==> src/hdl/gowm_pkg.sv <==
`default_nettype none
// ----------------------------------------------------------------------------
// gowm_pkg: shared types and constants
// Payload words, pipeline control word, operation codes and register map
// for the orientation weight modulator.
// ----------------------------------------------------------------------------
package gowm_pkg;

	localparam int MAX_CHANNELS_DEF = 4;
	localparam int MAX_TAPS_DEF     = 16;

	// The 2-bit orientation field reaches four channels at most.
	localparam int ORIENT_REACH = 4;

	localparam int OP_W     = 2;
	localparam int ORIENT_W = 2;
	localparam int TAP_IN_W = 4;
	localparam int DATA_W   = 16;
	localparam int COEF_W   = 16;
	localparam int PROD_W   = 32;
	localparam int SUM_W    = 34;
	localparam int CNT_W    = 3;

	// Configuration port
	localparam int PADDR_W   = 3;
	localparam int PDATA_W   = 32;
	localparam int REG_IDX_W = 1;
	localparam logic [REG_IDX_W-1:0] REG_CHANNEL_COUNT = 1'b0;
	localparam logic [CNT_W-1:0] CHANNEL_COUNT_RST = 3'd4;

	typedef enum logic [OP_W-1:0] {
		OP_LOAD    = 2'd0,
		OP_PRODUCE = 2'd1,
		OP_ALIGN   = 2'd2
	} gowm_op_t;

	typedef struct packed {
		gowm_op_t                  operation;
		logic [ORIENT_W-1:0]       orientation;
		logic [TAP_IN_W-1:0]       tap_index;
		logic signed [DATA_W-1:0]  data_value;
	} gowm_item_t;

	typedef struct packed {
		logic signed [DATA_W-1:0]  result_value;
		logic [ORIENT_W-1:0]       result_channel;
		logic                      last_of_run;
	} gowm_result_t;

	// Control word that travels beside the coefficient read.
	typedef struct packed {
		logic                      valid;
		logic                      align;
		logic                      clear;
		logic                      emit;
		logic                      last;
		logic [ORIENT_W-1:0]       channel;
		logic signed [DATA_W-1:0]  data;
	} gowm_ctl_t;

endpackage
`default_nettype wire

==> src/hdl/gowm_ram.sv <==
`default_nettype none
// ----------------------------------------------------------------------------
// gowm_ram: generic simple dual-port RAM
// One write port, one read port, read data registered.
// ----------------------------------------------------------------------------
module gowm_ram #(
	parameter int WIDTH = 16,
	parameter int DEPTH = 64,
	localparam int ADDR_W = (DEPTH > 1) ? $clog2(DEPTH) : 1
) (
	input  wire logic              clk,
	input  wire logic              we,
	input  wire logic [ADDR_W-1:0] waddr,
	input  wire logic [WIDTH-1:0]  wdata,
	input  wire logic              re,
	input  wire logic [ADDR_W-1:0] raddr,
	output logic      [WIDTH-1:0]  rdata
);

	logic [WIDTH-1:0] mem_q [DEPTH];

	always_ff @(posedge clk) begin
		if (we) begin
			mem_q[waddr] <= wdata;
		end
		if (re) begin
			rdata <= mem_q[raddr];
		end
	end

endmodule
`default_nettype wire

==> src/hdl/gowm_issue.sv <==
`default_nettype none
// ----------------------------------------------------------------------------
// gowm_issue: item intake and bank access sequencer
// Takes input words, writes loads into the bank and issues one bank read
// per result step, expanding a produce word over the active channels.
// ----------------------------------------------------------------------------
module gowm_issue #(
	parameter int MAX_CHANNELS = gowm_pkg::MAX_CHANNELS_DEF,
	parameter int MAX_TAPS     = gowm_pkg::MAX_TAPS_DEF,
	localparam int DEPTH  = MAX_CHANNELS * MAX_TAPS,
	localparam int ADDR_W = (DEPTH > 1) ? $clog2(DEPTH) : 1,
	localparam int TAP_W  = (MAX_TAPS > 1) ? $clog2(MAX_TAPS) : 1
) (
	input  wire logic                            clk,
	input  wire logic                            arst_n,
	input  wire logic                            in_valid,
	output logic                                 in_stall,
	input  wire gowm_pkg::gowm_item_t            in_word,
	input  wire logic                            advance,
	input  wire logic [gowm_pkg::ORIENT_W-1:0]   last_ch,
	output logic                                 ram_we,
	output logic [ADDR_W-1:0]                    ram_waddr,
	output logic [gowm_pkg::COEF_W-1:0]          ram_wdata,
	output logic                                 ram_re,
	output logic [ADDR_W-1:0]                    ram_raddr,
	output gowm_pkg::gowm_ctl_t                  ctl_s1
);

	localparam int TAP_SPAN = 1 << gowm_pkg::TAP_IN_W;

	logic                               busy_q;
	logic [gowm_pkg::ORIENT_W-1:0]      k_q;
	logic [gowm_pkg::TAP_IN_W-1:0]      tap_q;
	logic signed [gowm_pkg::DATA_W-1:0] data_q;

	logic [TAP_W-1:0] tap_lut [TAP_SPAN];

	logic                               accept;
	logic                               busy_d;
	logic [gowm_pkg::ORIENT_W-1:0]      k_d;
	logic                               hold_item;
	logic [gowm_pkg::ORIENT_W-1:0]      rd_ch;
	logic [gowm_pkg::TAP_IN_W-1:0]      rd_tap;
	gowm_pkg::gowm_ctl_t                ctl_d;

	// Tap reduced modulo the bank row length, worked out at elaboration.
	for (genvar g = 0; g < TAP_SPAN; g++) begin : g_tap_lut
		assign tap_lut[g] = TAP_W'(g % MAX_TAPS);
	end

	function automatic logic [ADDR_W-1:0] bank_addr(
		input logic [gowm_pkg::ORIENT_W-1:0] ch,
		input logic [TAP_W-1:0]              tap_mod
	);
		bank_addr = ADDR_W'(int'(ch) * MAX_TAPS + int'(tap_mod));
	endfunction

	assign in_stall = busy_q || !advance;
	assign accept   = in_valid && !in_stall;

	assign ram_waddr = bank_addr(in_word.orientation, tap_lut[in_word.tap_index]);
	assign ram_wdata = in_word.data_value;
	assign ram_raddr = bank_addr(rd_ch, tap_lut[rd_tap]);

	always_comb begin
		ram_we    = 1'b0;
		ram_re    = 1'b0;
		busy_d    = busy_q;
		k_d       = k_q;
		hold_item = 1'b0;
		rd_ch     = k_q;
		rd_tap    = tap_q;
		ctl_d     = '0;
		if (busy_q && advance) begin
			// continue a produce run
			ram_re       = 1'b1;
			ctl_d.valid  = 1'b1;
			ctl_d.emit   = 1'b1;
			ctl_d.channel = k_q;
			ctl_d.data   = data_q;
			ctl_d.last   = (k_q == last_ch);
			if (k_q == last_ch) begin
				busy_d = 1'b0;
			end else begin
				k_d = k_q + 1'b1;
			end
		end else if (accept) begin
			rd_tap = in_word.tap_index;
			case (in_word.operation)
				gowm_pkg::OP_LOAD: begin
					ram_we = (int'(in_word.orientation) < MAX_CHANNELS);
				end
				gowm_pkg::OP_PRODUCE: begin
					rd_ch       = '0;
					ram_re      = 1'b1;
					ctl_d.valid = 1'b1;
					ctl_d.emit  = 1'b1;
					ctl_d.data  = in_word.data_value;
					ctl_d.last  = (last_ch == '0);
					hold_item   = 1'b1;
					if (last_ch != '0) begin
						busy_d = 1'b1;
						k_d    = gowm_pkg::ORIENT_W'(1);
					end
				end
				gowm_pkg::OP_ALIGN: begin
					rd_ch = in_word.orientation;
					if (in_word.orientation <= last_ch) begin
						ram_re      = 1'b1;
						ctl_d.valid = 1'b1;
						ctl_d.align = 1'b1;
						ctl_d.clear = (in_word.orientation == '0);
						ctl_d.emit  = (in_word.orientation == last_ch);
						ctl_d.last  = 1'b1;
						ctl_d.data  = in_word.data_value;
					end
				end
				default: begin
					// unused operation code: drop
				end
			endcase
		end
	end

	always_ff @(posedge clk or negedge arst_n) begin
		if (!arst_n) begin
			busy_q <= 1'b0;
			k_q    <= '0;
			ctl_s1 <= '0;
		end else if (advance) begin
			busy_q <= busy_d;
			k_q    <= k_d;
			ctl_s1 <= ctl_d;
		end
	end

	always_ff @(posedge clk) begin
		if (hold_item) begin
			tap_q  <= in_word.tap_index;
			data_q <= in_word.data_value;
		end
	end

	a_busy_holds: assert property (@(posedge clk) disable iff (!arst_n)
		busy_q && !advance |=> busy_q && $stable(k_q))
		else $error("produce run lost its place while blocked");

	a_one_port_op: assert property (@(posedge clk) disable iff (!arst_n)
		!(ram_we && ram_re))
		else $error("bank read and write issued together");

	a_align_single: assert property (@(posedge clk) disable iff (!arst_n)
		ctl_s1.valid && ctl_s1.align |-> ctl_s1.last && (ctl_s1.channel == '0))
		else $error("align step carries a bad marker");

endmodule
`default_nettype wire

==> src/hdl/gowm_datapath.sv <==
`default_nettype none
// ----------------------------------------------------------------------------
// gowm_datapath: multiply, accumulate and output stage
// Multiplies the word by the bank coefficient, updates the gradient sum,
// rounds Q7.26 to saturated Q3.12 and holds the result word.
// ----------------------------------------------------------------------------
module gowm_datapath (
	input  wire logic                            clk,
	input  wire logic                            arst_n,
	input  wire gowm_pkg::gowm_ctl_t             ctl_s1,
	input  wire logic [gowm_pkg::COEF_W-1:0]     coef_s1,
	output logic                                 advance,
	output logic                                 out_valid,
	input  wire logic                            out_stall,
	output gowm_pkg::gowm_result_t               out_word
);

	localparam int SUM_W  = gowm_pkg::SUM_W;
	localparam int PROD_W = gowm_pkg::PROD_W;
	localparam int RND_W  = SUM_W + 1;
	localparam int Q_W    = RND_W - 14;
	localparam logic signed [SUM_W-1:0] SUM_MAX = {1'b0, {(SUM_W-1){1'b1}}};
	localparam logic signed [SUM_W-1:0] SUM_MIN = {1'b1, {(SUM_W-1){1'b0}}};
	localparam logic signed [Q_W-1:0] Q_MAX = Q_W'(32767);
	localparam logic signed [Q_W-1:0] Q_MIN = -Q_W'(32768);

	gowm_pkg::gowm_ctl_t         ctl_s2;
	logic signed [PROD_W-1:0]    prod_s2;
	gowm_pkg::gowm_ctl_t         ctl_s3;
	logic signed [SUM_W-1:0]     val_s3;
	logic signed [SUM_W-1:0]     sum_q;
	logic                        out_valid_q;
	gowm_pkg::gowm_result_t      out_q;

	logic signed [SUM_W-1:0]     sum_base;
	logic signed [RND_W-1:0]     sum_raw;
	logic signed [SUM_W-1:0]     sum_next;
	logic signed [RND_W-1:0]     rnd;
	logic signed [Q_W-1:0]       q;
	logic signed [gowm_pkg::DATA_W-1:0] q_sat;

	assign advance   = !out_valid_q || !out_stall;
	assign out_valid = out_valid_q;
	assign out_word  = out_q;

	// Accumulate with saturation to the 34-bit range.
	always_comb begin
		sum_base = ctl_s2.clear ? '0 : sum_q;
		sum_raw  = RND_W'(sum_base) + RND_W'(prod_s2);
		if (sum_raw[RND_W-1] != sum_raw[RND_W-2]) begin
			sum_next = sum_raw[RND_W-1] ? SUM_MIN : SUM_MAX;
		end else begin
			sum_next = sum_raw[SUM_W-1:0];
		end
	end

	// Round half up, drop 14 fraction bits, saturate to 16 bits.
	always_comb begin
		rnd = RND_W'(val_s3) + RND_W'(8192);
		q   = rnd[RND_W-1:14];
		if (q > Q_MAX) begin
			q_sat = Q_MAX[gowm_pkg::DATA_W-1:0];
		end else if (q < Q_MIN) begin
			q_sat = Q_MIN[gowm_pkg::DATA_W-1:0];
		end else begin
			q_sat = q[gowm_pkg::DATA_W-1:0];
		end
	end

	always_ff @(posedge clk or negedge arst_n) begin
		if (!arst_n) begin
			ctl_s2      <= '0;
			ctl_s3      <= '0;
			sum_q       <= '0;
			out_valid_q <= 1'b0;
		end else if (advance) begin
			ctl_s2      <= ctl_s1;
			ctl_s3      <= ctl_s2;
			out_valid_q <= ctl_s3.valid && ctl_s3.emit;
			if (ctl_s2.valid && ctl_s2.align) begin
				sum_q <= sum_next;
			end
		end
	end

	always_ff @(posedge clk) begin
		if (advance) begin
			prod_s2 <= ctl_s1.data * $signed(coef_s1);
			val_s3  <= ctl_s2.align ? sum_next : SUM_W'(prod_s2);
			out_q.result_value   <= q_sat;
			out_q.result_channel <= ctl_s3.channel;
			out_q.last_of_run    <= ctl_s3.last;
		end
	end

	a_sum_frozen: assert property (@(posedge clk) disable iff (!arst_n)
		out_valid_q && out_stall |=> $stable(sum_q) && $stable(ctl_s3))
		else $error("pipeline moved while the result word was blocked");

endmodule
`default_nettype wire

==> src/hdl/gabor_orientation_weight_modulator.sv <==
`default_nettype none
// ----------------------------------------------------------------------------
// gabor_orientation_weight_modulator: Gabor coefficient bank and modulator
// Top level: configuration register, coefficient bank, issue sequencer and
// arithmetic pipeline.
// ----------------------------------------------------------------------------
// The block keeps a bank of Q1.14 Gabor coefficients, one per orientation
// channel and kernel tap, in a single-port-read synchronous RAM. A load word
// writes one coefficient. A produce word reads the tap's coefficient for
// every active channel, one bank read per cycle unless the result side
// stalls, and returns one Q3.12 result word per channel in order from channel
// 0, the last one marked; it holds the input off until all active channels
// (1 to 4) are read, since the bank offers one read per cycle. An align word
// multiplies its gradient by one coefficient and adds the product into a
// 34-bit saturating Q7.26 sum that restarts on channel 0; the rounded sum
// comes out after the last active channel. Results pass the s1, s2 and s3
// stage registers to the result register; back-pressure on the result side
// freezes the whole pipeline. The bank has no reset and no clearing pass:
// write an entry before it is read. channel_count sits at byte address 0 of
// the configuration port; 0 behaves as 1, and values above the channel limit
// are capped. Change it only while the block is idle.
// ----------------------------------------------------------------------------
module gabor_orientation_weight_modulator #(
	parameter int MAX_CHANNELS = gowm_pkg::MAX_CHANNELS_DEF,
	parameter int MAX_TAPS     = gowm_pkg::MAX_TAPS_DEF
) (
	input  wire logic                            clk,
	input  wire logic                            arst_n,
	// item channel
	input  wire logic                            item_valid,
	output logic                                 item_stall,
	input  wire gowm_pkg::gowm_item_t            item,
	// result channel
	output logic                                 result_valid,
	input  wire logic                            result_stall,
	output gowm_pkg::gowm_result_t               result,
	// configuration port
	input  wire logic                            psel,
	input  wire logic                            penable,
	input  wire logic                            pwrite,
	input  wire logic [gowm_pkg::PADDR_W-1:0]    paddr,
	input  wire logic [gowm_pkg::PDATA_W-1:0]    pwdata,
	output logic [gowm_pkg::PDATA_W-1:0]         prdata,
	output logic                                 pready
);

	localparam int DEPTH  = MAX_CHANNELS * MAX_TAPS;
	localparam int ADDR_W = (DEPTH > 1) ? $clog2(DEPTH) : 1;
	localparam int CH_CAP = (MAX_CHANNELS < gowm_pkg::ORIENT_REACH) ?
		MAX_CHANNELS : gowm_pkg::ORIENT_REACH;

	logic [gowm_pkg::CNT_W-1:0]          channel_count_q;
	logic [gowm_pkg::CNT_W-1:0]          n_active;
	logic [gowm_pkg::ORIENT_W-1:0]       last_ch;
	logic [gowm_pkg::REG_IDX_W-1:0]      reg_idx;
	logic                                cfg_write;

	logic                                advance;
	logic                                ram_we;
	logic [ADDR_W-1:0]                   ram_waddr;
	logic [gowm_pkg::COEF_W-1:0]         ram_wdata;
	logic                                ram_re;
	logic [ADDR_W-1:0]                   ram_raddr;
	logic [gowm_pkg::COEF_W-1:0]         coef_s1;
	gowm_pkg::gowm_ctl_t                 ctl_s1;

	// Configuration: one register, word aligned, no wait states.
	assign pready    = 1'b1;
	assign reg_idx   = paddr[gowm_pkg::PADDR_W-1:2];
	assign cfg_write = psel && penable && pwrite && pready;

	always_comb begin
		prdata = '0;
		if (reg_idx == gowm_pkg::REG_CHANNEL_COUNT) begin
			prdata = gowm_pkg::PDATA_W'(channel_count_q);
		end
	end

	always_ff @(posedge clk or negedge arst_n) begin
		if (!arst_n) begin
			channel_count_q <= gowm_pkg::CHANNEL_COUNT_RST;
		end else if (cfg_write && reg_idx == gowm_pkg::REG_CHANNEL_COUNT) begin
			channel_count_q <= pwdata[gowm_pkg::CNT_W-1:0];
		end
	end

	// Effective channel count: zero means one, cap at the channel limit.
	always_comb begin
		n_active = channel_count_q;
		if (channel_count_q == '0) begin
			n_active = gowm_pkg::CNT_W'(1);
		end
		if (int'(n_active) > CH_CAP) begin
			n_active = gowm_pkg::CNT_W'(CH_CAP);
		end
	end

	assign last_ch = gowm_pkg::ORIENT_W'(n_active - 1'b1);

	gowm_issue #(
		.MAX_CHANNELS (MAX_CHANNELS),
		.MAX_TAPS     (MAX_TAPS)
	) u_issue (
		.clk       (clk),
		.arst_n    (arst_n),
		.in_valid  (item_valid),
		.in_stall  (item_stall),
		.in_word   (item),
		.advance   (advance),
		.last_ch   (last_ch),
		.ram_we    (ram_we),
		.ram_waddr (ram_waddr),
		.ram_wdata (ram_wdata),
		.ram_re    (ram_re),
		.ram_raddr (ram_raddr),
		.ctl_s1    (ctl_s1)
	);

	// Coefficient bank, entry = channel * MAX_TAPS + (tap mod MAX_TAPS).
	gowm_ram #(
		.WIDTH (gowm_pkg::COEF_W),
		.DEPTH (DEPTH)
	) u_bank (
		.clk   (clk),
		.we    (ram_we),
		.waddr (ram_waddr),
		.wdata (ram_wdata),
		.re    (ram_re),
		.raddr (ram_raddr),
		.rdata (coef_s1)
	);

	gowm_datapath u_datapath (
		.clk       (clk),
		.arst_n    (arst_n),
		.ctl_s1    (ctl_s1),
		.coef_s1   (coef_s1),
		.advance   (advance),
		.out_valid (result_valid),
		.out_stall (result_stall),
		.out_word  (result)
	);

endmodule
`default_nettype wire
==> config.mk <==
export PLATFORM = sky130hd
export DESIGN_NAME = gabor_orientation_weight_modulator
export DESIGN_NICKNAME = d
export VERILOG_FILES = /design/src/hdl/gowm_pkg.sv /design/src/hdl/gowm_ram.sv /design/src/hdl/gowm_issue.sv /design/src/hdl/gowm_datapath.sv /design/src/hdl/gabor_orientation_weight_modulator.sv
export SDC_FILE = /design/constraint.sdc
export NUM_CORES = 2
export LEC_CHECK = 0
export BUFFER_PORTS_ARGS = -buffer_cell sky130_fd_sc_hd__buf_2
export CAP_MARGIN = 20
export CORE_AREA = 5 5 370 372
export DETAILED_ROUTE_END_ITERATION = 8
export DIE_AREA = 0 0 375 377
export PLACE_DENSITY = 0.64
export SYNTH_ARGS = -nofsm -noshare
export SYNTH_HDL_FRONTEND = slang
export SYNTH_HIERARCHICAL = 1
export SYNTH_SLANG_ARGS = --single-unit
==> constraint.sdc <==
create_clock -name clk -period 6 [get_ports clk]
set_input_delay 0.3 -clock clk [delete_from_list [all_inputs] [get_ports clk]]
set_output_delay 0.3 -clock clk [all_outputs]
set_load 0.03 [all_outputs]
==> summary by stage <==
Status
The run finished, with violations left. The final reports fail on negative setup slack.

Clock network
Counting every sink on the clock net gives 1208. The number of buffers added by the clock tree synthesis step is about 130. TritonCTS built the clock tree. The H-tree was split into 4 levels. The clock latency on the worst-skew pair is roughly 760 ps. Clock-pin slew was measured on the worst setup and hold paths at about 60 ps. The clock passes through at most 3 buffers. The tree is rooted in a clkbuf_16.

Floorplan
From bottom edge to top edge, the die measures ~380 µm. The area of the core is roughly 130000 µm². In this run the count of I/O pins placed on the die edge is 120.

For this configuration, the core starts out at a cell density of ~45%. The die covers between 100000 and 150000 µm². The die is 375 µm wide. After floorplanning, the core was divided into approximately 130 placement rows.

STA
The final critical path takes up 102% of the cycle. The clock arrives with between 30 and 40 ps of skew. Setup repair after global routing could not meet its margin everywhere. Measured against its own limit, the worst slew margin works out to 22.1%. The total setup violations reported at the end of the flow is 4. For this run, the top clock speed supported by timing is about 160 MHz. Once routing completed, OpenROAD measured the worst setup slack at -123 ps.

The max-slew violation total from the final report is 0. The transition time at the pin with the least slew margin is 1170 ps. The hold violation count in the final report came to 0. For the finished layout, the period the worst path requires is 6120 ps.

Finish
In the layout the commonest cells are 1132 x edfxtp_1, 325 x inv_1, 263 x nand2_1, 253 x fa_1, 246 x buf_4. From synthesis to final layout, the design area changed by 13.7%. The layout has 10898 filler cells. Of the cells placed in the final design, the portion with a size suffix greater than 1 is 21.7%.

The area taken by flip-flops and latches is approximately 36000 µm². The final net count is 4547. At the end of the flow the core is filled with cells to about half.

The area of combinational cells with multiple inputs is 21300 µm². The design area is approximately 68000 µm². The library cell used most frequently in the layout, excluding fill and tap cells, is edfxtp_1.

Worst setup path
The element type at the critical path end is a flop. The worst setup path is launched from a flop. The start-to-end type of the worst setup path is reg -> reg. Of all nets on the critical path, the largest fanout is 5.

Data on the critical path is required at its endpoint by about 6500 ps. The data arrival at the endpoint of the critical path is approximately 6600 ps.

GRT
The remaining global-route overflow is 0. For this run, global-route usage on met2 was measured as 30.6%. The initial antenna violation count is 9. Entering global routing, the biggest net connects 95 pins. The global-route track usage on met1 is between 20% and 30%.

The via count of the first global-routing pass is roughly 33000. The global routing stage identified its most utilized layer as met2. The first-pass GRT wire length is roughly 210000 µm. The global router's overall resource usage is between 10% and 20%. The global-route track usage on met3 is about 3.3%.

Synth
The netlist uses between 80 and 90 different library cells. The gate count of the mapped netlist is 3821. The sequential-to-total area share from yosys stat is 60.5%. The post-synthesis area per instance is between 15 and 20 µm². The synthesized netlist devotes 5.18% of its cell area to compound gates. After Yosys synthesis, and, or, nand and nor cells account for 6.15% of the synthesized area.

The fraction of registers with async set or reset after synthesis is around 6.3%. The dominant synthesized flop cell is edfxtp_1. The xor/xnor cell area share of the yosys netlist is roughly 1.2%. After synthesis, the share of cell area in mux cells is between 10% and 20%. Summing the areas of all fa, ha and maj instances in the mapped netlist gives 11.4% of the synthesized area.

The total standard cell area after synthesis is a little under 60000 µm². The combinational family with the most area after synthesis is adder cells. The total of warnings raised by yosys is 6. Yosys mapped a number of flops with a built-in enable equal to 1132. In this run, synthesis produced a sequential element count of around 1200.

Run
The number of max-capacitance violations reported is 0.

Route
The via-per-instance ratio is about 5.5. The post-detailed-route wirelength per cell is ~23 µm. For this run, design rule violations remaining after detail routing come to 0. Detailed routing inserted a total of between 30000 and 40000 vias.

The first routing iteration left 3068 violations. The first detailed-routing pass took 5 iterations. For this block, the routed nets add up to around 140000 µm of wire.

The count of nets left with antenna violations once routing finished came out at 0.

Placement
The final RePlAce weighted congestion is 0.860. The cell area after placement is 62600 µm². The HPWL reported at the end of detailed placement is slightly below 90000 µm. Prior to clock tree synthesis, the placed netlist has a worst setup slack of -400 ps.

The total of buffers placed on input and output ports is between 50 and 60.

Min path
The worst hold path belongs to the class in -> async.
[worst paths after layout]
path | startpoint | end | slack (ps) | cells past startpoint
worst max-delay path | u_bank/rdata[6]$_DFFE_PP_ | u_datapath/prod_s2[30]$_DFFE_PP_ | -120 | 22
worst min-delay path | arst_n | u_datapath/sum_q[1]$_DFFE_PN0P_ | 80 | 2
worst max register to register | u_bank/rdata[6]$_DFFE_PP_ | u_datapath/prod_s2[30]$_DFFE_PP_ | -120 | 22
worst min register to register | u_datapath/ctl_s3[16]$_DFFE_PN0P_ | u_datapath/out_word[1]$_DFFE_PP_ | 440 | 0
max in group asynchronous | arst_n | u_issue/ctl_s1[20]$_DFFE_PN0P_ | 4790 | 3
min in group clk | item[21] | u_issue/ctl_s1[20]$_DFFE_PN0P_ | 200 | 3
[synthesized netlist by cell type (53+ instances only)]
cell type	number	area share, %
edfxtp_1	1132	57
inv_1	345	2.2
nand2_1	270	1.7
fa_1	263	8.9
mux4_2	220	8.3
nor2_1	147	0.93
and2_1	129	1.4
ha_1	122	2.6
a21oi_1	118	1.0
mux2i_1	85	1.4
clkbuf_1	79	0.50
dfrtp_1	75	3.2
o21ai_0	75	0.63
nor2b_1	69	0.73
buf_4	67	0.85
a22oi_1	57	0.72
xnor2_1	53	0.78
[worst max-delay path, cell delays in order (launching register included)]
cell      delay (ps)
edfxtp_1         480
buf_4            180
nand2_2           70
fa_1             450
fa_1             520
inv_1             50
fa_1             480
inv_1             50
fa_1             510
fa_1             430
fa_1             530
inv_2             50
ha_4             260
buf_4            100
and3_4           180
nand3_2           80
or4_4            510
a41oi_4          220
o21ai_2           80
a21o_1           220
a31o_4           250
nand2_2           60
o311ai_1          80
[per-stage QoR]
stage | hold slack (ps) | TNS (ps) | instances
2_1_floorplan | 4.41 | 0 | 3849
3_3_place_gp | 274 | -2160 | 5685
3_5_place_dp | 275 | -2600 | 5685
4_1_cts | 74.6 | -411 | 5948
5_1_grt | 116 | -2140 | 5965
6_report | 82.1 | -299 | 5970
[repair_timing]
action	in CTS	in global routing
endpoints found under the hold margin	38	0
endpoints found under the setup margin	11	10
pin swaps	94	58
hold buffers	13	0
setup buffers	17	13
gates resized for setup	70	35
[logic make-up (layout without fill, tap and decap cells)]
logic type	Yosys count	count (layout)
muxes	358	358
AOI/OAI and AO/OA	467	467
buffers and inverters	572	920
DFF	1208	1208
other	2	35
adders and majority gates	385	385
and+or+nand+nor	748	748
xor gates and xnor gates	81	81
[area by class of cell]
cell class                 instances  share of cell area, %
antenna                            5                 0.0185
clock inverter                    60                  0.971
timing repair buffer             341                   3.91
sequential                      1208                   53.2
clock buffer                     174                   5.19
multi-input combinational       2069                   31.5
inverter                         345                   1.92
tap                             1768                   3.28
[metal layers]
layer | wire, µm | up-vias
li1 | - | 14510
met3 | 9390 | 231
met5 | 39 | -
met2 | 63900 | 1169
met1 | 60100 | 17006
met4 | 3870 | 6
[sequential cells by signal (all words and copies together) (netlist names), 5 cells and up]
name / count
u_datapath/val_s3: 21
u_bank/rdata: 16
u_bank/mem_q: 1024
u_datapath/ctl_s3: 5
u_issue/data_q: 16
u_datapath/prod_s2: 32
u_datapath/sum_q: 34
u_datapath/ctl_s2: 7
u_issue/ctl_s1: 23
u_datapath/out_word: 19
Power is not shown: default switching activity piles up to over one toggle a cycle in this logic, so the estimate is an artifact.
